### src/rtl/ccf_pkg.sv
`timescale 1ns / 1ps

package ccf_pkg;

   localparam int CNT_W = 16;
   localparam logic [CNT_W-1:0] CNT_MAX = '1;

   // Characters the filter reacts to
   localparam logic [7:0] CH_NUL    = 8'h00;
   localparam logic [7:0] CH_TAB    = 8'h09;
   localparam logic [7:0] CH_NL     = 8'h0A;
   localparam logic [7:0] CH_SPACE  = 8'h20;
   localparam logic [7:0] CH_DQUOTE = 8'h22;
   localparam logic [7:0] CH_SQUOTE = 8'h27;
   localparam logic [7:0] CH_STAR   = 8'h2A;
   localparam logic [7:0] CH_SLASH  = 8'h2F;
   localparam logic [7:0] CH_BSLASH = 8'h5C;
   localparam logic [7:0] CH_X      = 8'h78;

   // Character literal tracking, a small signed count toward the literal end
   localparam logic signed [2:0] QUOTE_NONE = 3'sd0;
   localparam logic signed [2:0] QUOTE_OPEN = 3'sd1;
   localparam logic signed [2:0] QUOTE_ESC  = -3'sd4;
   localparam logic signed [2:0] QUOTE_HEX1 = -3'sd3;
   localparam logic signed [2:0] QUOTE_HEX2 = -3'sd2;
   localparam logic signed [2:0] QUOTE_DONE = -3'sd1;

   typedef enum logic [4:0] {
      CMT_NONE  = 5'b00001,
      CMT_SLASH = 5'b00010,
      CMT_LINE  = 5'b00100,
      CMT_BLOCK = 5'b01000,
      CMT_STAR  = 5'b10000
   } cmt_type;

   typedef enum logic [4:0] {
      CONT_NONE    = 5'b00001,
      CONT_BSL     = 5'b00010,
      CONT_BLANK   = 5'b00100,
      CONT_JOINED  = 5'b01000,
      CONT_RELEASE = 5'b10000
   } cont_type;

   typedef struct packed {
      logic [7:0] in_byte;
      logic       end_of_input;
   } req_type;

   typedef struct packed {
      logic [7:0]       out_byte;
      logic             is_end;
      logic [CNT_W-1:0] lines_skipped;
      logic [CNT_W-1:0] cols_skipped;
      logic             last;
   } rsp_type;

   // Up to two result words caused by one input word
   typedef struct packed {
      rsp_type res0;
      rsp_type res1;
      logic    two;
   } bundle_type;

   typedef struct packed {
      logic       valid;
      bundle_type bundle;
   } push_type;

   typedef struct packed {
      cmt_type           cmt;
      cont_type          cont;
      logic              in_str;
      logic signed [2:0] quote;
      logic [CNT_W-1:0]  lines;
      logic [CNT_W-1:0]  cols;
   } state_type;

   localparam state_type STATE_RESET = '{
      cmt: CMT_NONE, cont: CONT_NONE, in_str: 1'b0, quote: QUOTE_NONE,
      lines: '0, cols: '0};

   typedef struct packed {
      state_type  st;
      logic [7:0] o;
      logic       held;
      logic [7:0] held_byte;
   } filt_type;

   function automatic logic [CNT_W-1:0] sat_inc(logic [CNT_W-1:0] v);
      return (v == CNT_MAX) ? v : v + 1'b1;
   endfunction

   // One filter step on one byte; o of zero means nothing is emitted
   function automatic filt_type filter_byte(state_type s, logic [7:0] b);
      filt_type f;
      f.st        = s;
      f.o         = CH_NUL;
      f.held      = 1'b0;
      f.held_byte = CH_NUL;
      if (s.cmt != CMT_NONE) begin
         case (b)
            CH_SLASH: begin
               if (s.cmt == CMT_SLASH) begin
                  f.st.cmt  = CMT_LINE;
                  f.st.cols = sat_inc(f.st.cols);
               end else if (s.cmt == CMT_STAR) begin
                  f.st.cmt = CMT_NONE;
               end
               f.st.cols = sat_inc(f.st.cols);
            end
            CH_NL: begin
               if (s.cmt == CMT_SLASH) begin
                  f.st.cmt    = CMT_NONE;
                  f.o         = CH_SLASH;
                  f.held      = 1'b1;
                  f.held_byte = CH_NL;
               end else if (s.cmt == CMT_LINE) begin
                  f.st.cmt = CMT_NONE;
                  f.o      = CH_NL;
               end else begin
                  if (s.cmt == CMT_STAR) f.st.cmt = CMT_BLOCK;
                  f.st.cols  = '0;
                  f.st.lines = sat_inc(f.st.lines);
               end
            end
            CH_STAR: begin
               if (s.cmt == CMT_SLASH) begin
                  f.st.cmt  = CMT_BLOCK;
                  f.st.cols = sat_inc(f.st.cols);
               end else if (s.cmt == CMT_BLOCK) begin
                  f.st.cmt = CMT_STAR;
               end
               f.st.cols = sat_inc(f.st.cols);
            end
            default: begin
               if (s.cmt == CMT_SLASH) begin
                  f.st.cmt    = CMT_NONE;
                  f.o         = CH_SLASH;
                  f.held      = 1'b1;
                  f.held_byte = b;
               end else begin
                  if (s.cmt == CMT_STAR) f.st.cmt = CMT_BLOCK;
                  f.st.cols = sat_inc(f.st.cols);
               end
            end
         endcase
      end else if (s.cont != CONT_NONE) begin
         if (s.cont == CONT_RELEASE) begin
            f.st.cont = CONT_NONE;
            f.o       = b;
         end else begin
            case (b)
               CH_SPACE, CH_TAB: begin
                  if (s.cont == CONT_BSL) begin
                     f.st.cont = CONT_BLANK;
                     f.st.cols = sat_inc(f.st.cols);
                  end
                  f.st.cols = sat_inc(f.st.cols);
               end
               CH_BSLASH: begin
                  if (s.cont == CONT_BSL) begin
                     f.st.cont   = CONT_RELEASE;
                     f.o         = CH_BSLASH;
                     f.held      = 1'b1;
                     f.held_byte = CH_BSLASH;
                  end else begin
                     f.st.cont = CONT_BSL;
                  end
               end
               CH_NL: begin
                  if (s.cont == CONT_JOINED) begin
                     f.st.cont = CONT_NONE;
                     f.o       = CH_NL;
                  end else begin
                     f.st.cont  = CONT_JOINED;
                     f.st.cols  = '0;
                     f.st.lines = sat_inc(f.st.lines);
                  end
               end
               default: begin
                  if (s.cont == CONT_BSL) begin
                     f.st.cont = CONT_RELEASE;
                     f.o       = CH_BSLASH;
                  end else begin
                     f.st.cont = CONT_NONE;
                  end
                  f.held      = 1'b1;
                  f.held_byte = b;
               end
            endcase
         end
      end else begin
         case (b)
            CH_BSLASH: begin
               if (s.quote == QUOTE_NONE) begin
                  f.st.cont = CONT_BSL;
               end else if (s.quote == QUOTE_OPEN) begin
                  f.st.quote = QUOTE_ESC;
                  f.o        = b;
               end else if (s.quote == QUOTE_ESC) begin
                  f.st.quote = QUOTE_DONE;
                  f.o        = b;
               end else begin
                  f.st.quote = QUOTE_NONE;
                  f.st.cont  = CONT_BSL;
                  f.o        = b;
               end
            end
            CH_SLASH: begin
               if (s.quote == QUOTE_OPEN) begin
                  f.st.quote = QUOTE_DONE;
                  f.o        = b;
               end else begin
                  f.st.quote = QUOTE_NONE;
                  if (!s.in_str) f.st.cmt = CMT_SLASH;
                  else f.o = b;
               end
            end
            CH_DQUOTE: begin
               if (s.quote == QUOTE_OPEN || s.quote == QUOTE_ESC) begin
                  f.st.quote = QUOTE_DONE;
               end else begin
                  f.st.quote  = QUOTE_NONE;
                  f.st.in_str = ~s.in_str;
               end
               f.o = b;
            end
            CH_SQUOTE: begin
               if (s.quote == QUOTE_OPEN) f.st.quote = QUOTE_NONE;
               else if (s.quote == QUOTE_ESC) f.st.quote = QUOTE_DONE;
               else f.st.quote = s.in_str ? QUOTE_NONE : QUOTE_OPEN;
               f.o = b;
            end
            default: begin
               if (b == CH_NL) f.st.quote = QUOTE_NONE;
               else if (s.quote == QUOTE_OPEN) f.st.quote = QUOTE_DONE;
               else if (s.quote == QUOTE_ESC)
                  f.st.quote = (b == CH_X) ? QUOTE_HEX1 : QUOTE_DONE;
               else if (s.quote inside {QUOTE_HEX1, QUOTE_HEX2, QUOTE_DONE})
                  f.st.quote = s.quote + 3'sd1;
               f.o = b;
            end
         endcase
      end
      return f;
   endfunction

endpackage

### src/rtl/ccf_front.sv
`timescale 1ns / 1ps

module ccf_front (
   input  logic              clock,
   input  logic              reset,
   input  logic              req_valid,
   input  ccf_pkg::req_type  req_data,
   input  logic              q_full,
   output logic              req_stall,
   output ccf_pkg::push_type push
);

   ccf_pkg::state_type state_ff, state_in;
   ccf_pkg::filt_type  f1, f2;
   ccf_pkg::state_type s1, s2, s_next;
   ccf_pkg::rsp_type   r0, r1, r_end;
   logic               e0, e1, accept;

   assign req_stall = q_full;
   assign accept    = req_valid & ~q_full;

   // Filter the byte, then refilter a released byte in the same cycle
   always_comb begin
      f1 = ccf_pkg::filter_byte(state_ff, req_data.in_byte);
      s1 = f1.st;
      e0 = (f1.o != ccf_pkg::CH_NUL);
      r0 = '{out_byte: f1.o, is_end: 1'b0, lines_skipped: s1.lines,
             cols_skipped: s1.cols, last: 1'b0};
      if (e0) begin
         s1.lines = '0;
         s1.cols  = '0;
      end
      f2 = ccf_pkg::filter_byte(s1, f1.held_byte);
      e1 = f1.held & (f2.o != ccf_pkg::CH_NUL);
      s2 = f1.held ? f2.st : s1;
      r1 = '{out_byte: f2.o, is_end: 1'b0, lines_skipped: s2.lines,
             cols_skipped: s2.cols, last: 1'b1};
      if (e1) begin
         s2.lines = '0;
         s2.cols  = '0;
      end
      r_end = '{out_byte: ccf_pkg::CH_NUL, is_end: 1'b1,
                lines_skipped: state_ff.lines, cols_skipped: state_ff.cols,
                last: 1'b1};
   end

   // Pack the results of this word for the back end
   always_comb begin
      push.valid      = 1'b0;
      push.bundle     = '0;
      s_next          = s2;
      if (req_data.end_of_input) begin
         s_next          = state_ff;
         s_next.lines    = '0;
         s_next.cols     = '0;
         push.valid      = accept;
         push.bundle.res0 = r_end;
      end else if (e0 && e1) begin
         push.valid       = accept;
         push.bundle.res0 = r0;
         push.bundle.res1 = r1;
         push.bundle.two  = 1'b1;
      end else if (e0) begin
         push.valid            = accept;
         push.bundle.res0      = r0;
         push.bundle.res0.last = 1'b1;
      end else if (e1) begin
         push.valid       = accept;
         push.bundle.res0 = r1;
      end
      state_in = accept ? s_next : state_ff;
   end

   always_ff @(posedge clock) begin
      if (reset) begin
         state_ff <= ccf_pkg::STATE_RESET;
      end else begin
         state_ff <= state_in;
      end
   end

   a_end_pushes: assert property (@(posedge clock) disable iff (reset)
      accept && req_data.end_of_input |-> push.valid && push.bundle.res0.is_end)
      else $error("end of input did not produce a result");

   a_held_release: assert property (@(posedge clock) disable iff (reset)
      push.valid && push.bundle.two |-> !push.bundle.res0.last && push.bundle.res1.last)
      else $error("two-result word carries wrong last flags");

endmodule

### src/rtl/ccf_queue.sv
`timescale 1ns / 1ps

module ccf_queue #(
   parameter int DEPTH = 4
) (
   input  logic                clock,
   input  logic                reset,
   input  ccf_pkg::push_type   push,
   input  logic                pop,
   output logic                full,
   output logic                nonempty,
   output ccf_pkg::bundle_type head
);

   localparam int PTR_W = (DEPTH > 1) ? $clog2(DEPTH) : 1;
   localparam int CNT_W = $clog2(DEPTH + 1);
   localparam logic [PTR_W-1:0] PTR_LAST = PTR_W'(DEPTH - 1);
   localparam logic [CNT_W-1:0] CNT_FULL = CNT_W'(DEPTH);

   ccf_pkg::bundle_type mem_ff [DEPTH];
   logic [PTR_W-1:0]    wr_ptr_ff, wr_ptr_in, rd_ptr_ff, rd_ptr_in;
   logic [CNT_W-1:0]    count_ff, count_in;
   logic                do_push, do_pop;

   assign full     = (count_ff == CNT_FULL);
   assign nonempty = (count_ff != '0);
   assign head     = mem_ff[rd_ptr_ff];
   assign do_push  = push.valid & ~full;
   assign do_pop   = pop & nonempty;

   // Advance pointers and occupancy
   always_comb begin
      wr_ptr_in = wr_ptr_ff;
      rd_ptr_in = rd_ptr_ff;
      count_in  = count_ff;
      if (do_push) wr_ptr_in = (wr_ptr_ff == PTR_LAST) ? '0 : wr_ptr_ff + 1'b1;
      if (do_pop)  rd_ptr_in = (rd_ptr_ff == PTR_LAST) ? '0 : rd_ptr_ff + 1'b1;
      if (do_push && !do_pop) count_in = count_ff + 1'b1;
      else if (do_pop && !do_push) count_in = count_ff - 1'b1;
   end

   always_ff @(posedge clock) begin
      if (reset) begin
         wr_ptr_ff <= '0;
         rd_ptr_ff <= '0;
         count_ff  <= '0;
      end else begin
         wr_ptr_ff <= wr_ptr_in;
         rd_ptr_ff <= rd_ptr_in;
         count_ff  <= count_in;
      end
   end

   // Write the entry
   always_ff @(posedge clock) begin
      if (do_push) mem_ff[wr_ptr_ff] <= push.bundle;
   end

   a_count_bound: assert property (@(posedge clock) disable iff (reset)
      count_ff <= CNT_FULL)
      else $error("queue occupancy out of range");

   a_no_overflow: assert property (@(posedge clock) disable iff (reset)
      push.valid |-> !full)
      else $error("push into full queue");

endmodule

### src/rtl/ccf_back.sv
`timescale 1ns / 1ps

module ccf_back (
   input  logic                clock,
   input  logic                reset,
   input  logic                nonempty,
   input  ccf_pkg::bundle_type head,
   output logic                pop,
   output logic                rsp_valid,
   input  logic                rsp_stall,
   output ccf_pkg::rsp_type    rsp_data
);

   ccf_pkg::bundle_type cur_ff, cur_in;
   logic                valid_ff, valid_in;
   logic                sel_ff, sel_in;
   logic                fire, done, load;

   assign rsp_valid = valid_ff;
   assign rsp_data  = sel_ff ? cur_ff.res1 : cur_ff.res0;
   assign fire      = valid_ff & ~rsp_stall;
   assign done      = fire & (sel_ff | ~cur_ff.two);
   assign load      = ~valid_ff | done;
   assign pop       = load & nonempty;

   // Load the next bundle when the current one is drained, else step to its second word
   always_comb begin
      cur_in   = cur_ff;
      valid_in = valid_ff;
      sel_in   = sel_ff;
      if (load) begin
         cur_in   = head;
         valid_in = nonempty;
         sel_in   = 1'b0;
      end else if (fire) begin
         sel_in = 1'b1;
      end
   end

   always_ff @(posedge clock) begin
      if (reset) begin
         valid_ff <= 1'b0;
         sel_ff   <= 1'b0;
      end else begin
         valid_ff <= valid_in;
         sel_ff   <= sel_in;
      end
   end

   always_ff @(posedge clock) begin
      cur_ff <= cur_in;
   end

   a_second_follows: assert property (@(posedge clock) disable iff (reset)
      fire && !sel_ff && cur_ff.two |=> rsp_valid && sel_ff && rsp_data.last)
      else $error("second word of a pair not presented");

   a_end_is_last: assert property (@(posedge clock) disable iff (reset)
      rsp_valid && rsp_data.is_end |-> rsp_data.last)
      else $error("end-of-stream word without last");

endmodule

### src/rtl/comment_continuation_filter_unit.sv
// Comment and line-continuation filter for a source byte stream.
// req channel: one raw byte per word (in_byte), or an end-of-stream marker
//   (end_of_input, byte ignored). A word is taken when req_valid is high
//   and req_stall is low.
// rsp channel: filtered bytes with the counts of lines and columns that
//   were swallowed before them. A word goes out when rsp_valid is high and
//   rsp_stall is low. One input word yields zero, one or two output words;
//   last marks the final one. NUL bytes and comments yield none.
// An input word is written into the queue, then into the output register.
// Throughput: one input word per cycle while the queue is not full; a word
//   releasing a held slash or backslash yields up to two output words.
// A queue of QUEUE_DEPTH entries sits between the filter front end and the
//   output stage. When the receiver stalls, the queue fills and req_stall
//   rises only once it is full.
// Reset clears all comment, continuation, string and quote modes, the skip
//   counters and the queue; no output word is valid after reset.
`timescale 1ns / 1ps

module comment_continuation_filter_unit #(
   parameter int QUEUE_DEPTH = 4
) (
   input  logic             clock,
   input  logic             reset,
   input  logic             req_valid,
   output logic             req_stall,
   input  ccf_pkg::req_type req_data,
   output logic             rsp_valid,
   input  logic             rsp_stall,
   output ccf_pkg::rsp_type rsp_data
);

   ccf_pkg::push_type   push;
   ccf_pkg::bundle_type head;
   logic                q_full, q_nonempty, q_pop;

   // Filter and classify incoming bytes
   ccf_front u_front (
      .clock     (clock),
      .reset     (reset),
      .req_valid (req_valid),
      .req_data  (req_data),
      .q_full    (q_full),
      .req_stall (req_stall),
      .push      (push)
   );

   // Decouple the front end from the output stage
   ccf_queue #(
      .DEPTH (QUEUE_DEPTH)
   ) u_queue (
      .clock    (clock),
      .reset    (reset),
      .push     (push),
      .pop      (q_pop),
      .full     (q_full),
      .nonempty (q_nonempty),
      .head     (head)
   );

   // Emit result words one at a time
   ccf_back u_back (
      .clock     (clock),
      .reset     (reset),
      .nonempty  (q_nonempty),
      .head      (head),
      .pop       (q_pop),
      .rsp_valid (rsp_valid),
      .rsp_stall (rsp_stall),
      .rsp_data  (rsp_data)
   );

endmodule

### config.mk
export PLATFORM = sky130hd
export DESIGN_NAME = comment_continuation_filter_unit
export DESIGN_NICKNAME = d
export VERILOG_FILES = /design/src/rtl/ccf_pkg.sv /design/src/rtl/ccf_front.sv /design/src/rtl/ccf_queue.sv /design/src/rtl/ccf_back.sv /design/src/rtl/comment_continuation_filter_unit.sv
export SDC_FILE = /design/constraint.sdc
export NUM_CORES = 1
export LEC_CHECK = 0
export BUFFER_PORTS_ARGS = -buffer_cell sky130_fd_sc_hd__buf_2
export CORE_ASPECT_RATIO = 0.9
export CORE_MARGIN = 2
export CORE_UTILIZATION = 34
export CTS_BUF_LIST = sky130_fd_sc_hd__clkbuf_8 sky130_fd_sc_hd__clkbuf_16
export DETAILED_ROUTE_END_ITERATION = 12
export PLACE_DENSITY_LB_ADDON = 0.1
export RECOVER_POWER = 50
export SETUP_SLACK_MARGIN = 0.02
export SLEW_MARGIN = 40
export SYNTH_ARGS = -nofsm -noshare
export SYNTH_HDL_FRONTEND = slang
export SYNTH_SLANG_ARGS = --single-unit
### constraint.sdc
create_clock -name clock -period 11.83 [get_ports clock]
set_input_delay 0 -clock clock [delete_from_list [all_inputs] [get_ports clock]]
set_output_delay 0 -clock clock [all_outputs]
set_load 0.03 [all_outputs]
# Yosys cells after proc, flatten, opt, wreduce, memory -nomap -nowiden
# Memory sizes are Yosys's and may differ from the RTL's. A register that Yosys moved wholly into a read port is not among the register bits.
# Index checks and enable logic that the tools add are counted.
[word_totals] inputBits=13 ram_bits=340 elab_cells=317 ff_bits=55 memories=1
[op_classes] n_mux=191 n_reduce_logical=23 bitwise_logic=16 add_sub_neg=16 n_eq_ne=59
[memory_table] memory="u_queue.mem_ff" words=4 width=85 rd=1 rd_ports_with_merged_regs=1 write_ports=1 line="ccf_queue.sv:20" rtl="ccf_pkg::bundle_type mem_ff [DEPTH];"
[op_table] operator="16-bit two-way mux" n=38
[op_table] operator="32-bit two-way mux" n=13
[op_table] operator="43-bit two-way mux" n=6
[op_table] operator="5-bit two-way mux" n=44
[op_table] operator="16-bit by 1-bit adder with 16-bit output, second input constant" n=10
[op_table] operator="16-bit == test, second input constant" n=10
[op_table] operator="49-bit two-way mux" n=2
[op_table] operator="8-bit two-way mux" n=12
[op_table] operator="16-bit case mux with 3 select lines" n=2
[op_table] operator="8-bit by 6-bit == test with 1-bit output, second input constant" n=10
[op_table] operator="3-bit two-way mux" n=24
[op_table] operator="9-bit two-way mux" n=8
[op_table] operator="17-bit case mux with 2 select lines" n=2
[op_table] operator="16-bit case mux with 2 select lines" n=2
[op_table] operator="5-bit case mux with 3 select lines" n=4
[op_table] operator="8-bit case mux with 3 select lines" n=2
[op_table] operator="46-bit two-way mux" n=1
[op_table] operator="42-bit two-way mux" n=1
[op_table] operator="9-bit case mux with 2 select lines" n=2
[op_table] operator="8-bit by 4-bit == test with 1-bit output, second input constant" n=4
[op_table] operator="8-bit by 7-bit == test with 1-bit output, second input constant" n=4
[op_table] operator="4-bit two-way mux" n=8
[op_table] operator="8-bit case mux with 2 select lines" n=2
[op_table] operator="15-bit two-way mux" n=2
[op_table] operator="other kinds (29)" n=92

# Logic depth before layout (Yosys ltp)
# Gate-level depths: netlist of run 1.
[logic_depth] word_depth=39 mapped_depth=32 ltp_nobuf=29

# By module
# A second synthesis of run 1 with hierarchy kept.
[hier_totals] hier_cells=2058 area_unflattened_um2=25185.4
[modules_own_cells] mod="ccf_queue" area_each_um2=12791.0 instances=1 cells_per_inst=494
[modules_own_cells] mod="ccf_front" area_each_um2=9036.2 instances=1 cells_per_inst=1422
[modules_own_cells] mod="ccf_back" area_each_um2=3358.2 instances=1 cells_per_inst=142

# Worst setup path before layout of run 1
# Ideal clock, no wire load.
[synth_path] path_type="register to register" startpoint="register u_back.sel_ff" endpoint="register u_queue.count_ff[2]" stages_incl_launch_ff=11 path_slack_ps=2781 required_ps=11759 period_less_slack_ps=9049 arrival_ps=8978 cell_sequence="dfxtp_1 clkbuf_1 nor2b_1 o21ai_0 o31ai_1 ha_1 inv_1 fa_1 xor2_1 or3_1 a21oi_1"
[synth_between] elab_chain_cells=8 word_cells_on_any_way=10
[synth_lines] element="start: declaration" line="ccf_back.sv:16" rtl="logic sel_ff, sel_in;"
[synth_lines] element="start signal: assignment" line="ccf_back.sv:46" rtl="sel_ff <= sel_in;"
[synth_lines] element="1-bit OR (*)" line="ccf_back.sv:22" rtl="assign done = fire & (sel_ff | ~cur_ff.two);"
[synth_lines] element="1-bit bitwise AND (*)" line="ccf_back.sv:22"
[synth_lines] element="1-bit OR (*)" line="ccf_back.sv:23" rtl="assign load = ~valid_ff | done;"
[synth_lines] element="net u_back.load" line="ccf_back.sv:17" rtl="logic fire, done, load;"
[synth_lines] element="1-bit bitwise AND (*)" line="ccf_back.sv:24" rtl="assign pop = load & nonempty;"
[synth_lines] element="1-bit bitwise AND (*)" line="ccf_queue.sv:29" rtl="assign do_pop = pop & nonempty;"
[synth_lines] element="1-bit logical NOT" line="ccf_queue.sv:38" rtl="if (do_push && !do_pop) count_in = count_ff + 1'b1;"
[synth_lines] element="1-bit logical AND" line="ccf_queue.sv:38"
[synth_lines] element="3-bit two-way mux / 2-bit nonzero test (equally long branches)"
[synth_lines] element="end signal: assignment" line="ccf_queue.sv:50" rtl="count_ff <= count_in;"
[synth_lines] element="end: declaration" line="ccf_queue.sv:22" rtl="logic [CNT_W-1:0] count_ff, count_in;"
# Mark *: on every way through the listed nets, which the timed path passes. The rest lies on a longest branch.
# A chain may end at the register's enable or synchronous reset.

# Final worst setup path of run 1
[layout_path] startpoint="input req_data[8] in the netlist's numbering" endpoint="memory u_queue.mem_ff[3][19] in the netlist's numbering (enable)"
[layout_between] elab_chain_cells=22 word_cells_on_any_way=84
[layout_lines] element="start: declaration" line="comment_continuation_filter_unit.sv:26" rtl="input ccf_pkg::req_type req_data,"
[layout_lines] element="8-bit by 7-bit == test with 1-bit output" line="ccf_pkg.sv:238" rtl="f.st.quote = (b == CH_X) ? QUOTE_HEX1 : QUOTE_DONE;"
[layout_lines] element="2-bit two-way mux" line="ccf_pkg.sv:238"
[layout_lines] element="3-bit two-way mux" line="ccf_pkg.sv:237" rtl="else if (s.quote == QUOTE_ESC)"
[layout_lines] element="3-bit two-way mux" line="ccf_pkg.sv:236" rtl="else if (s.quote == QUOTE_OPEN) f.st.quote = QUOTE_DONE;"
[layout_lines] element="3-bit two-way mux" line="ccf_pkg.sv:235" rtl="if (b == CH_NL) f.st.quote = QUOTE_NONE;"
[layout_lines] element="3-bit case mux with 4 select lines" line="ccf_pkg.sv:193" rtl="case (b)"
[layout_lines] element="4-bit two-way mux" line="ccf_pkg.sv:147" rtl="end else if (s.cont != CONT_NONE) begin"
[layout_lines] element="9-bit two-way mux" line="ccf_pkg.sv:100" rtl="if (s.cmt != CMT_NONE) begin"
[layout_lines] element="(+7 left out)"
[layout_lines] element="43-bit two-way mux" line="ccf_front.sv:67" rtl="end else if (e1) begin"
[layout_lines] element="43-bit two-way mux" line="ccf_front.sv:63" rtl="end else if (e0) begin"
[layout_lines] element="43-bit two-way mux (*)" line="ccf_front.sv:58" rtl="end else if (e0 && e1) begin"
[layout_lines] element="43-bit two-way mux (*)" line="ccf_front.sv:52" rtl="if (req_data.end_of_input) begin"
[layout_lines] element="1-bit bitwise AND (*)" line="ccf_queue.sv:28" rtl="assign do_push = push.valid & ~full;"
[layout_lines] element="net u_queue.do_push" line="ccf_queue.sv:23" rtl="logic do_push, do_pop;"
[layout_lines] element="1-bit two-way mux (*)" line="ccf_queue.sv:56" rtl="if (do_push) mem_ff[wr_ptr_ff] <= push.bundle;"
[layout_lines] element="1-bit two-way mux (not written as such) (*)" line="ccf_queue.sv:56"
[layout_lines] element="end: declaration" line="ccf_queue.sv:20"
# Marks and branches as above.

==> results.sh, run 1 <==
export IMPL_clk_pin_slew_ns=0.06
export IMPL_syn_nets=2086
export IMPL_cts_resized=0
export IMPL_insertion_delay_ns=0.60
export IMPL_grt_overflow_total=0
export IMPL_multi_input_area_um2=10100
export IMPL_worstMarginPinSlew_ns=4.20
export IMPL_maxSlewHeadroom_pct=-180
export IMPL_drc=0
export IMPL_antenna_found_initial=2
export IMPL_drv_slew=300
export IMPL_chipHeight_um=258
export IMPL_startpoint_type="primary input"
export IMPL_r2r_slack_ns=3.00
export IMPL_syn_cell_area_um2=24300
export IMPL_arrival_ns=9.39
export IMPL_path_max_fanout=33
export IMPL_dp_final_hpwl_mm=50.7
export IMPL_grt_pass1_vias=17179
export IMPL_async_reset_ff_share_pct=0
export IMPL_cts_sinks=470
export IMPL_synth_largest_area_cell="edfxtp_1"
export IMPL_syn_to_final_growth_pct=12.4
export IMPL_syn_inst=2050
export IMPL_grt_setup_unrepaired="no"
export IMPL_htree_levels=2
export IMPL_hold_buffers=3
export IMPL_worstSetupStartpoint="req_data[8]"
export IMPL_firstDrtPassIters=6
export IMPL_ir_worst_vdd_v=0.000114
export IMPL_crit_end="u_queue.mem_ff[3][19]"
export IMPL_numCtsBuffers=51
export IMPL_ys_ff_latch=470
export IMPL_die_w_um=286
export IMPL_yosys_warnings=0
export IMPL_setup_viol=0
export IMPL_synth_top_cells_by_count="edfxtp_1 (415), nor2_1 (209), a21oi_1 (149)"
export IMPL_yosysSeqAreaShare_pct=55.8
export IMPL_max_stage_delay_ns=1.32
export IMPL_cts_tree="yes"
export IMPL_maxCapViolations=9
export IMPL_cts_buffer_depth=3
export IMPL_ys_flop_type="edfxtp_1"
export IMPL_grt_max_degree=58
export IMPL_leakagePower_nw=8.49
export IMPL_synth_cell_types=109
export IMPL_finalCritPeriodShare_pct=77.4
export IMPL_fin_nets=2115
export IMPL_wl_per_cell_um=24.5
export IMPL_p_per_area_nw_per_um2=189
export IMPL_track_usage_pct=20.2
export IMPL_drt_iter0_markers=1624
export IMPL_fmax_ghz=0.109
export IMPL_place_congestion=0.912
export IMPL_drt_wl_total_mm=75.4
export IMPL_synth_top_area_share_pct=51.2
export IMPL_fin_hold_ws_ns=0.0904
export IMPL_finalPower_mw=5.18
export IMPL_finClkSkew_ns=0.0120
export IMPL_cp_end_kind="flop"
export IMPL_ant_nets=0
export IMPL_crit_type="primary input to flop"
export IMPL_start_util_pct=34.2
export IMPL_crit_path_top_delay_cell="and2_0"
export IMPL_violations="capacitance limit, slew limit"
export IMPL_fp_row_count=93
export IMPL_syn_area_per_cell_um2=11.9
export IMPL_postCtsSetupRepairBufs=0
export IMPL_yosysMostFrequentCell="edfxtp_1"
export IMPL_min_path_type="primary input to flop"
export IMPL_regArea_um2=13600
export IMPL_yosys_top_cells_area="edfxtp_1 (51%), mux4_2 (7.7%), dfxtp_1 (4.5%)"
export IMPL_status="complete, but fails checks"
export IMPL_vias=17693
export IMPL_reg2reg_depth=24
export IMPL_dieArea_um2=73700
export IMPL_grt_pass1_wl_mm=113
export IMPL_period_minus_slack_ns=9.16
export IMPL_r2r_start="u_front.state_ff[42]"
export IMPL_io_pins=57
export IMPL_nFillCells=6948
export IMPL_cts_root_buffer="clkbuf_16"
export IMPL_layout_drive_gt1_share_pct=14.4
export IMPL_required_ns=12.06
export IMPL_core_um2=71200
export IMPL_portBuffers=56
export IMPL_routed_via_density=5.76
export IMPL_r2r_end="u_queue.mem_ff[3][19]"
export IMPL_hold_viol_final=0
export IMPL_synth_edf_count=415
export IMPL_fin_tns_setup_ns=0
## cell families (layout without fill, tap and decap cells)
kind of cell             Yosys count  in the layout  share of synthesized area [%]
AO/OA/AOI/OAI                    525            525                           14.5
XOR/XNOR                          38             38                           1.37
adder cells (fa/ha/maj)           23             23                           1.21
buffers and inverters            170            242                           2.93
flip-flops                       470            470                           55.8
multiplexers                     139            139                           10.2
other                              0              1                              0
AND/OR/NAND/NOR                  685            685                           14.1
## cell usage in the layout, fill, tap and decap left out, drive strengths merged, types with 25 or more instances in the layout
cell type  synthesis  layout
a21oi            153     153
and2              27      27
buf               48      68
clkbuf            94     100
dfxtp             55      55
edfxtp           415     415
inv               26      45
mux2              45      45
mux4              83      83
nand2            142     142
nand3             58      58
nor2             212     212
nor3              61      61
o21ai            125     125
o31ai             25      25
xnor2             27      27
## sequential cells by signal, indices dropped and copies added (netlist names)
| name | count |
|---|---|
| u_back.cur_ff | 83 |
| u_back.sel_ff | 1 |
| u_queue.rd_ptr_ff | 2 |
| u_back.rsp_valid | 1 |
| u_queue.count_ff | 3 |
| u_queue.mem_ff | 332 |
| u_front.state_ff | 14 |
| u_queue.wr_ptr_ff | 2 |
| u_front.r_end | 32 |
## power by group
group          internal (mW)  switching, mW  total [mW]  leakage (nW)
Clock                  0.913          0.653        1.57         0.874
Combinational          0.510          0.829        1.34          3.40
Sequential              2.18         0.0930        2.27          4.22
## worst max-delay path: cells and delay by family
| kind | cells | cell delay (ns) |
|---|---|---|
| AND/OR/NAND/NOR | 11 | 4.26 |
| AO/OA/AOI/OAI | 8 | 2.10 |
| buffers and inverters | 7 | 2.44 |
| adder cells (fa/ha/maj) | 2 | 0.53 |
## worst min path at each step
stage | start | to | slack (ns) | cells after the start
2_1_floorplan | req_data[0] | u_queue.mem_ff[0][76] | 0.1 | 0
3_3_place_gp | rsp_stall | u_back.sel_ff | 0.35 | 3
3_5_place_dp | rsp_stall | u_back.sel_ff | 0.34 | 3
4_1_cts | reset | u_front.state_ff[34] | 0.05 | 3
5_1_grt | req_valid | u_front.r_end[31] | 0.12 | 5
6_report | req_valid | u_front.r_end[32] | 0.09 | 5
## per-layer routing
layer | wire length (µm) | track usage, % | up-vias
li1 | - | - | 8043
met1 | 36200 | 30.3 | 8892
met2 | 32400 | 29.9 | 648
met5 | 0 | 0 | -
met3 | 5110 | 4.05 | 110
met4 | 1720 | 5.13 | 0
## through the flow
stage | area, µm² | setup WS [ns] | instances | util (%)
floorplan | 24300 | 2.78 | 2050 | -
global placement | 25600 | 3.71 | 2968 | 36.0
detailed placement | 25700 | 3.57 | 2970 | 36.1
CTS | 27400 | 3.54 | 3069 | 38.5
global route | 27300 | 1.78 | 3073 | 38.4
finish | 27300 | 2.67 | 3073 | 38.4
## layout make-up
cell class / instances / share of cell area [%]
Antenna cell: 1 / 0.00916
Clock buffer: 54 / 4.82
Clock inverter: 42 / 1.27
Inverter: 28 / 0.385
Multi-Input combinational cell: 1410 / 37.0
Sequential cell: 470 / 49.7
Tap cell: 950 / 4.35
Timing Repair Buffer: 118 / 2.53
Note: power is estimated with default switching activity, not from simulation.
==> inputs of run 2 (changes only) <==
==> constraint.sdc (replaced) <==
create_clock -name clock -period 8.4 [get_ports clock]
set_input_delay 0 -clock clock [delete_from_list [all_inputs] [get_ports clock]]
set_output_delay 0 -clock clock [all_outputs]
set_load 0.03 [all_outputs]
==> run 2 against run 1 <==
  * The flow still finishes with violations (capacitance limit, slew limit)
  * Sequential cell count stayed put
  * Hold slack hardly changed
  * Power is 43% higher
  * Cell count up 0.46%
  * Critical endpoint is now u_queue.mem_ff[1][57]
  * Highest routed layer unchanged
==> results.sh, run 2 (synthesis results as in run 1) <==
export IMPL_maxSlewHeadroom_pct=-127
export IMPL_finalInstanceArea_um2=27500
export IMPL_final_cell_mix="edfxtp_1 (415), nor2_1 (208), a21oi_1 (148)"
export IMPL_fin_nets=2134
export IMPL_n_antenna_cell=0
export IMPL_grt_pass1_wl_mm=114
export IMPL_insertion_delay_ns=0.61
export IMPL_wl_per_cell_um=24.4
export IMPL_min_path_type="primary input to flop"
export IMPL_startpoint_type="flop"
export IMPL_whs_endpoint="u_front.r_end[30]"
export IMPL_largest_register_ffs=332
export IMPL_finClkSkew_ns=0.0305
export IMPL_grt_pass1_vias=17388
export IMPL_required_ns=8.64
export IMPL_violations="capacitance limit, slew limit"
export IMPL_r2r_end="u_queue.mem_ff[1][57]"
export IMPL_cts_resized=0
export IMPL_arrival_ns=7.94
export IMPL_syn_to_final_growth_pct=13.2
export IMPL_r2r_slack_ns=0.70
export IMPL_drt_wl_total_mm=75.5
export IMPL_hold_start="req_valid"
export IMPL_path_max_fanout=31
export IMPL_track_usage_pct=20.2
export IMPL_fp_row_count=93
export IMPL_fmax_ghz=0.130
export IMPL_top_register="u_queue.mem_ff"
export IMPL_drt_iter0_markers=1647
export IMPL_hold_depth=5
export IMPL_antenna_found_initial=3
export IMPL_setup_viol=0
export IMPL_layout_drive_gt1_share_pct=15.5
export IMPL_chipHeight_um=258
export IMPL_start_util_pct=34.2
export IMPL_p_per_area_nw_per_um2=268
export IMPL_reg2reg_depth=19
export IMPL_final_common_cell="edfxtp_1"
export IMPL_dpl_instance_area_um2=25900
export IMPL_grt_overflow_total=0
export IMPL_leakagePower_nw=8.56
export IMPL_vias=17707
export IMPL_clk_pin_slew_ns=0.06
export IMPL_worstMarginPinSlew_ns=3.40
export IMPL_drc=0
export IMPL_portBuffers=56
export IMPL_cp_end_kind="flop"
export IMPL_drv_slew=399
export IMPL_die_w_um=286
export IMPL_routed_via_density=5.74
export IMPL_fin_tns_setup_ns=0
export IMPL_ir_worst_vdd_v=0.000145
export IMPL_status="complete, but fails checks"
export IMPL_r2r_start="u_front.state_ff[43]"
export IMPL_firstDrtPassIters=5
export IMPL_finalCritPeriodShare_pct=91.7
export IMPL_hold_viol_final=0
export IMPL_grt_max_degree=57
export IMPL_dieArea_um2=73700
export IMPL_htree_levels=2
export IMPL_place_congestion=0.963
export IMPL_core_um2=71200
export IMPL_io_pins=57
export IMPL_cts_buffer_depth=3
export IMPL_grt_setup_unrepaired="no"
export IMPL_numCtsBuffers=52
export IMPL_cts_tree="yes"
export IMPL_fin_util_pct=38.7
export IMPL_crit_type="flop to flop"
export IMPL_cts_sinks=470
export IMPL_ant_nets=0
export IMPL_dp_final_hpwl_mm=52.1
export IMPL_maxCapViolations=10
export IMPL_postCtsSetupRepairBufs=0
export IMPL_cts_root_buffer="clkbuf_16"
export IMPL_period_minus_slack_ns=7.70
## run 2: cell types whose count changed in the layout (fill, tap and decap cells not counted), sizes merged
| cell | delta |
|---|---|
| buf | +21 |
| diode | -1 |
| inv | -9 |
| clkinv | +8 |
| clkbuf | -5 |
## run 2: critical path, cell delays in order, from the launching register on
cell and delay (ns):
dfxtp_1 0.53, nor4_1 0.17, nand2_1 0.14, clkbuf_1 1.28, o21ai_0 0.69, a21oi_1 0.30, o21ai_0 0.19, a2111oi_4 0.69
a31o_2 0.25, a31oi_2 0.20, and3b_1 0.27, o21ai_0 0.14, a31oi_1 0.12, buf_4 0.18, ha_1 0.23, nor2_2 0.44
nand2b_1 0.27, clkbuf_1 0.33, nand2b_1 0.52, o21ai_0 0.39
## run 2: cell type report
cell class | instances | area [µm²]
flip-flops and latches | 470 | 13600
clock buffers | 52 | 1300
multi-input cells | 1410 | 10100
well taps | 950 | 1190
clock inverters | 41 | 375
inverters | 28 | 105
fillers | 6984 | 43700
repair buffers | 136 | 888
## run 2: through the flow
stage	hold WS [ns]	instances	power (mW)	setup slack [ns]
2_1_floorplan	0.0989	2050	4.59	1.34
3_3_place_gp	0.336	2988	5.19	1.40
3_5_place_dp	0.348	2990	5.20	1.22
4_1_cts	0.0336	3086	7.47	1.21
5_1_grt	0.0887	3087	7.75	0.275
6_report	0.0906	3087	7.38	0.701
## run 2: repair_timing
| action | CTS | global route |
|---|---|---|
| hold buffers | 3 | 1 |
| hold endpoints to repair | 9 | 10 |
| endpoints found under the setup margin | 0 | 0 |
## run 2: where the power goes
group	total, mW	leakage [nW]	switching, mW	internal [mW]
Clock	2.24	0.841	0.954	1.29
Sequential	3.22	4.20	0.155	3.06
Combinational	1.92	3.51	1.17	0.754
## run 2: worst max-delay path by stage
stage	cells after the start	slack, ns	endpoint	from
2_1_floorplan	25	1.34	u_queue.mem_ff[0][10]	req_data[8]
6_report	19	0.70	u_queue.mem_ff[1][57]	u_front.state_ff[43]
3_5_place_dp	30	1.22	u_queue.count_ff[2]	req_data[8]
3_3_place_gp	30	1.40	u_queue.count_ff[2]	req_data[8]
4_1_cts	26	1.21	u_queue.mem_ff[1][45]	u_front.r_end[1]
5_1_grt	24	0.28	u_queue.count_ff[2]	u_front.state_ff[42]
## run 2: layer usage
metal / up-vias / wire [µm] / GRT usage, %
li1: 8080 / - / -
met1: 8871 / 35800 / 30.0
met2: 626 / 33300 / 30.9
met3: 130 / 4550 / 3.18
met4: 0 / 1790 / 5.22
met5: - / 0 / 0
==> inputs of run 3 (changes only) <==
--- a/config.mk
+++ b/config.mk
@@ -5,6 +5,7 @@
 export SDC_FILE = /design/constraint.sdc
 export NUM_CORES = 1
 export LEC_CHECK = 0
+export ABC_AREA = 1
 export BUFFER_PORTS_ARGS = -buffer_cell sky130_fd_sc_hd__buf_2
 export CORE_ASPECT_RATIO = 0.9
 export CORE_MARGIN = 2
==> run 3 against run 2 <==
  * The flow still finishes with violations (capacitance limit, slew limit)
  * Via count rose by 15%
  * Utilization fell by 0.41 points
  * Clock-buffer cell count rose by 1
  * Synthesized cell count rose by 39%
  * Power rose by 5.8%
  * Non-clock buffer count fell by 31
  * Global-route usage rose by 0.82 points
==> results.sh, run 3 <==
export IMPL_maxSlewHeadroom_pct=-106
export IMPL_grt_pass1_vias=19453
export IMPL_syn_inst=2855
export IMPL_p_switching_mw=2.92
export IMPL_yosysSeqAreaShare_pct=54.6
export IMPL_final_common_cell="nand2_1"
export IMPL_final_cell_mix="nand2_1 (681), edfxtp_1 (415), nor2_1 (364)"
export IMPL_grt_max_degree=97
export IMPL_hold_start="req_data[7]"
export IMPL_synth_edf_count=415
export IMPL_violations="capacitance limit, slew limit"
export IMPL_path_max_fanout=21
export IMPL_reg2reg_depth=30
export IMPL_hold_depth=5
export IMPL_io_pins=57
export IMPL_synth_xor_area_share_pct=0.599
export IMPL_status="complete, but fails checks"
export IMPL_syn_area_per_cell_um2=8.70
export IMPL_crit_type="flop to flop"
export IMPL_finClkSkew_ns=0.0423
export IMPL_required_ns=8.77
export IMPL_fmax_ghz=0.139
export IMPL_synth_compound_area_share_pct=12.8
export IMPL_core_um2=72700
export IMPL_syn_nets=2891
export IMPL_maxCapViolations=7
export IMPL_clk_pin_slew_ns=0.06
export IMPL_cts_tree="yes"
export IMPL_setup_viol=0
export IMPL_track_usage_pct=21.1
export IMPL_p_per_area_nw_per_um2=281
export IMPL_vias=20416
export IMPL_place_congestion=0.948
export IMPL_internal_power_mw=4.88
export IMPL_nFillCells=7399
export IMPL_r2r_slack_ns=1.19
export IMPL_fin_util_pct=38.3
export IMPL_ys_ff_latch=470
export IMPL_yosysMostFrequentCell="nand2_1"
export IMPL_synth_largest_area_cell="edfxtp_1"
export IMPL_cp_end_kind="flop"
export IMPL_largest_register_ffs=332
export IMPL_p_seq_share_pct=41.8
export IMPL_portBuffers=56
export IMPL_chipHeight_um=260
export IMPL_r2r_end="u_queue.mem_ff[0][57]"
export IMPL_grt_setup_unrepaired="no"
export IMPL_ys_flop_type="edfxtp_1"
export IMPL_drt_iter0_markers=1619
export IMPL_period_minus_slack_ns=7.21
export IMPL_finalCritPeriodShare_pct=85.8
export IMPL_cts_sinks=470
export IMPL_syn_cell_area_um2=24800
export IMPL_synthMuxAreaShare_pct=0.0403
export IMPL_fp_row_count=94
export IMPL_clockPowerShare_pct=27.8
export IMPL_wl_per_cell_um=20.6
export IMPL_arrival_ns=7.58
export IMPL_drc=0
export IMPL_insertion_delay_ns=0.62
export IMPL_syn_to_final_growth_pct=11.9
export IMPL_ir_worst_vdd_v=0.000165
export IMPL_drv_slew=251
export IMPL_fin_nets=2919
export IMPL_sw_frac_of_total_pct=37.5
export IMPL_dieArea_um2=75300
export IMPL_synth_top_family_by_area="simple AND/OR/NAND/NOR gates"
export IMPL_synth_simple_area_share_pct=24.6
export IMPL_postCtsSetupRepairBufs=0
export IMPL_min_path_type="primary input to flop"
export IMPL_start_util_pct=34.2
export IMPL_synth_top_area_share_pct=50.2
export IMPL_startpoint_type="flop"
export IMPL_p_comb_share_pct=30.5
export IMPL_hold_viol_final=0
export IMPL_firstDrtPassIters=6
export IMPL_yosys_warnings=0
export IMPL_fin_tns_setup_ns=0
export IMPL_max_stage_delay_ns=0.52
export IMPL_numCtsBuffers=53
export IMPL_grt_overflow_total=0
export IMPL_n_antenna_cell=0
export IMPL_async_reset_ff_share_pct=0
export IMPL_antenna_found_initial=0
export IMPL_die_w_um=289
export IMPL_drt_wl_total_mm=80.1
export IMPL_routed_via_density=5.26
export IMPL_cts_buffer_depth=3
export IMPL_layout_drive_gt1_share_pct=8.92
export IMPL_synth_cell_types=62
export IMPL_cts_resized=0
export IMPL_worstMarginPinSlew_ns=3.08
export IMPL_leakagePower_nw=10.7
export IMPL_synth_top_cells_by_count="nand2_1 (681), edfxtp_1 (415), nor2_1 (366)"
export IMPL_dp_final_hpwl_mm=53.9
export IMPL_r2r_start="u_front.state_ff[43]"
export IMPL_htree_levels=2
export IMPL_yosys_top_cells_area="edfxtp_1 (50%), nand2_1 (10%), nor2_1 (5.5%)"
export IMPL_whs_endpoint="u_queue.mem_ff[3][83]"
export IMPL_synth_fa_ha_area_share_pct=1.19
export IMPL_crit_path_top_delay_cell="inv_2"
export IMPL_grt_pass1_wl_mm=121
export IMPL_top_register="u_queue.mem_ff"
export IMPL_ant_nets=0
export IMPL_cts_root_buffer="clkbuf_16"
-- run 3: final cells by class --
type	count	area, µm²	area share (%)
Sequential cell	470	13600	48.8
Multi-Input combinational cell	2000	9750	35.1
Clock buffer	53	1330	4.77
Tap cell	960	1200	4.32
Inverter	253	952	3.42
Timing Repair Buffer	105	714	2.57
Clock inverter	44	295	1.06
-- run 3: worst max path at each step --
stage,cells past startpoint,from,endpoint
floorplan,30,u_front.state_ff[32],u_queue.mem_ff[0][10]
global placement,26,u_front.state_ff[43],u_queue.mem_ff[1][28]
detailed placement,28,u_front.state_ff[43],u_queue.mem_ff[2][48]
CTS,29,u_front.state_ff[43],u_queue.mem_ff[2][48]
global route,35,u_front.state_ff[43],u_queue.count_ff[2]
finish,30,u_front.state_ff[43],u_queue.mem_ff[0][57]
-- run 3: logic make-up after synthesis --
group                      count (synthesis)
and+or+nand+nor                         1394
AOI/OAI and AO/OA                        565
DFF                                      470
buffers and inverters                    385
adders and majority gates                 23
xor gates and xnor gates                  17
muxes                                      1
-- run 3: what timing repair did --
action	4_1_cts	5_1_grt
hold endpoints to repair	15	0
hold buffers	5	0
endpoints found under the setup margin	0	0
-- run 3: stage by stage --
step                power [mW]  hold WS, ns  cell area (µm²)  setup WS (ns)  instances
finish                    7.81        0.119            27800           1.19       3885
global route              8.24       0.0975            27800          0.387       3885
CTS                       7.95       0.0418            28000           1.56       3885
detailed placement        5.76        0.241            26300           1.53       3783
global placement          5.74        0.235            26200           1.50       3780
floorplan                 4.90       0.0989            24800          0.599       2855
-- run 3: power by group through the flow --
stage | Sequential, mW | Combinational, mW | Clock, mW
5_1_grt | 3.30 | 2.64 | 2.30
3_3_place_gp | 3.30 | 2.43 | 0
2_1_floorplan | 3.29 | 1.61 | 0
6_report | 3.26 | 2.38 | 2.17
3_5_place_dp | 3.31 | 2.46 | 0
4_1_cts | 3.26 | 2.46 | 2.22
-- run 3: per-layer routing --
layer / wire (µm) / part of all wire, % / up-vias / track usage, %
met1: 38400 / 48 / 9919 / 30.8
met3: 3910 / 4.9 / 101 / 2.34
met4: 1780 / 2.2 / 0 / 5.38
li1: - / - / 9826 / -
met2: 36100 / 45 / 570 / 33.2
met5: 0 / 0 / - / 0
-- run 3: critical path: cells and delay by family (launching register included) --
kind,cells,cell delay [ns]
AND/OR/NAND/NOR,14,3.06
buffers and inverters,8,1.83
AO/OA/AOI/OAI,7,1.47
flip-flops,1,0.35
adder cells (fa/ha/maj),1,0.24
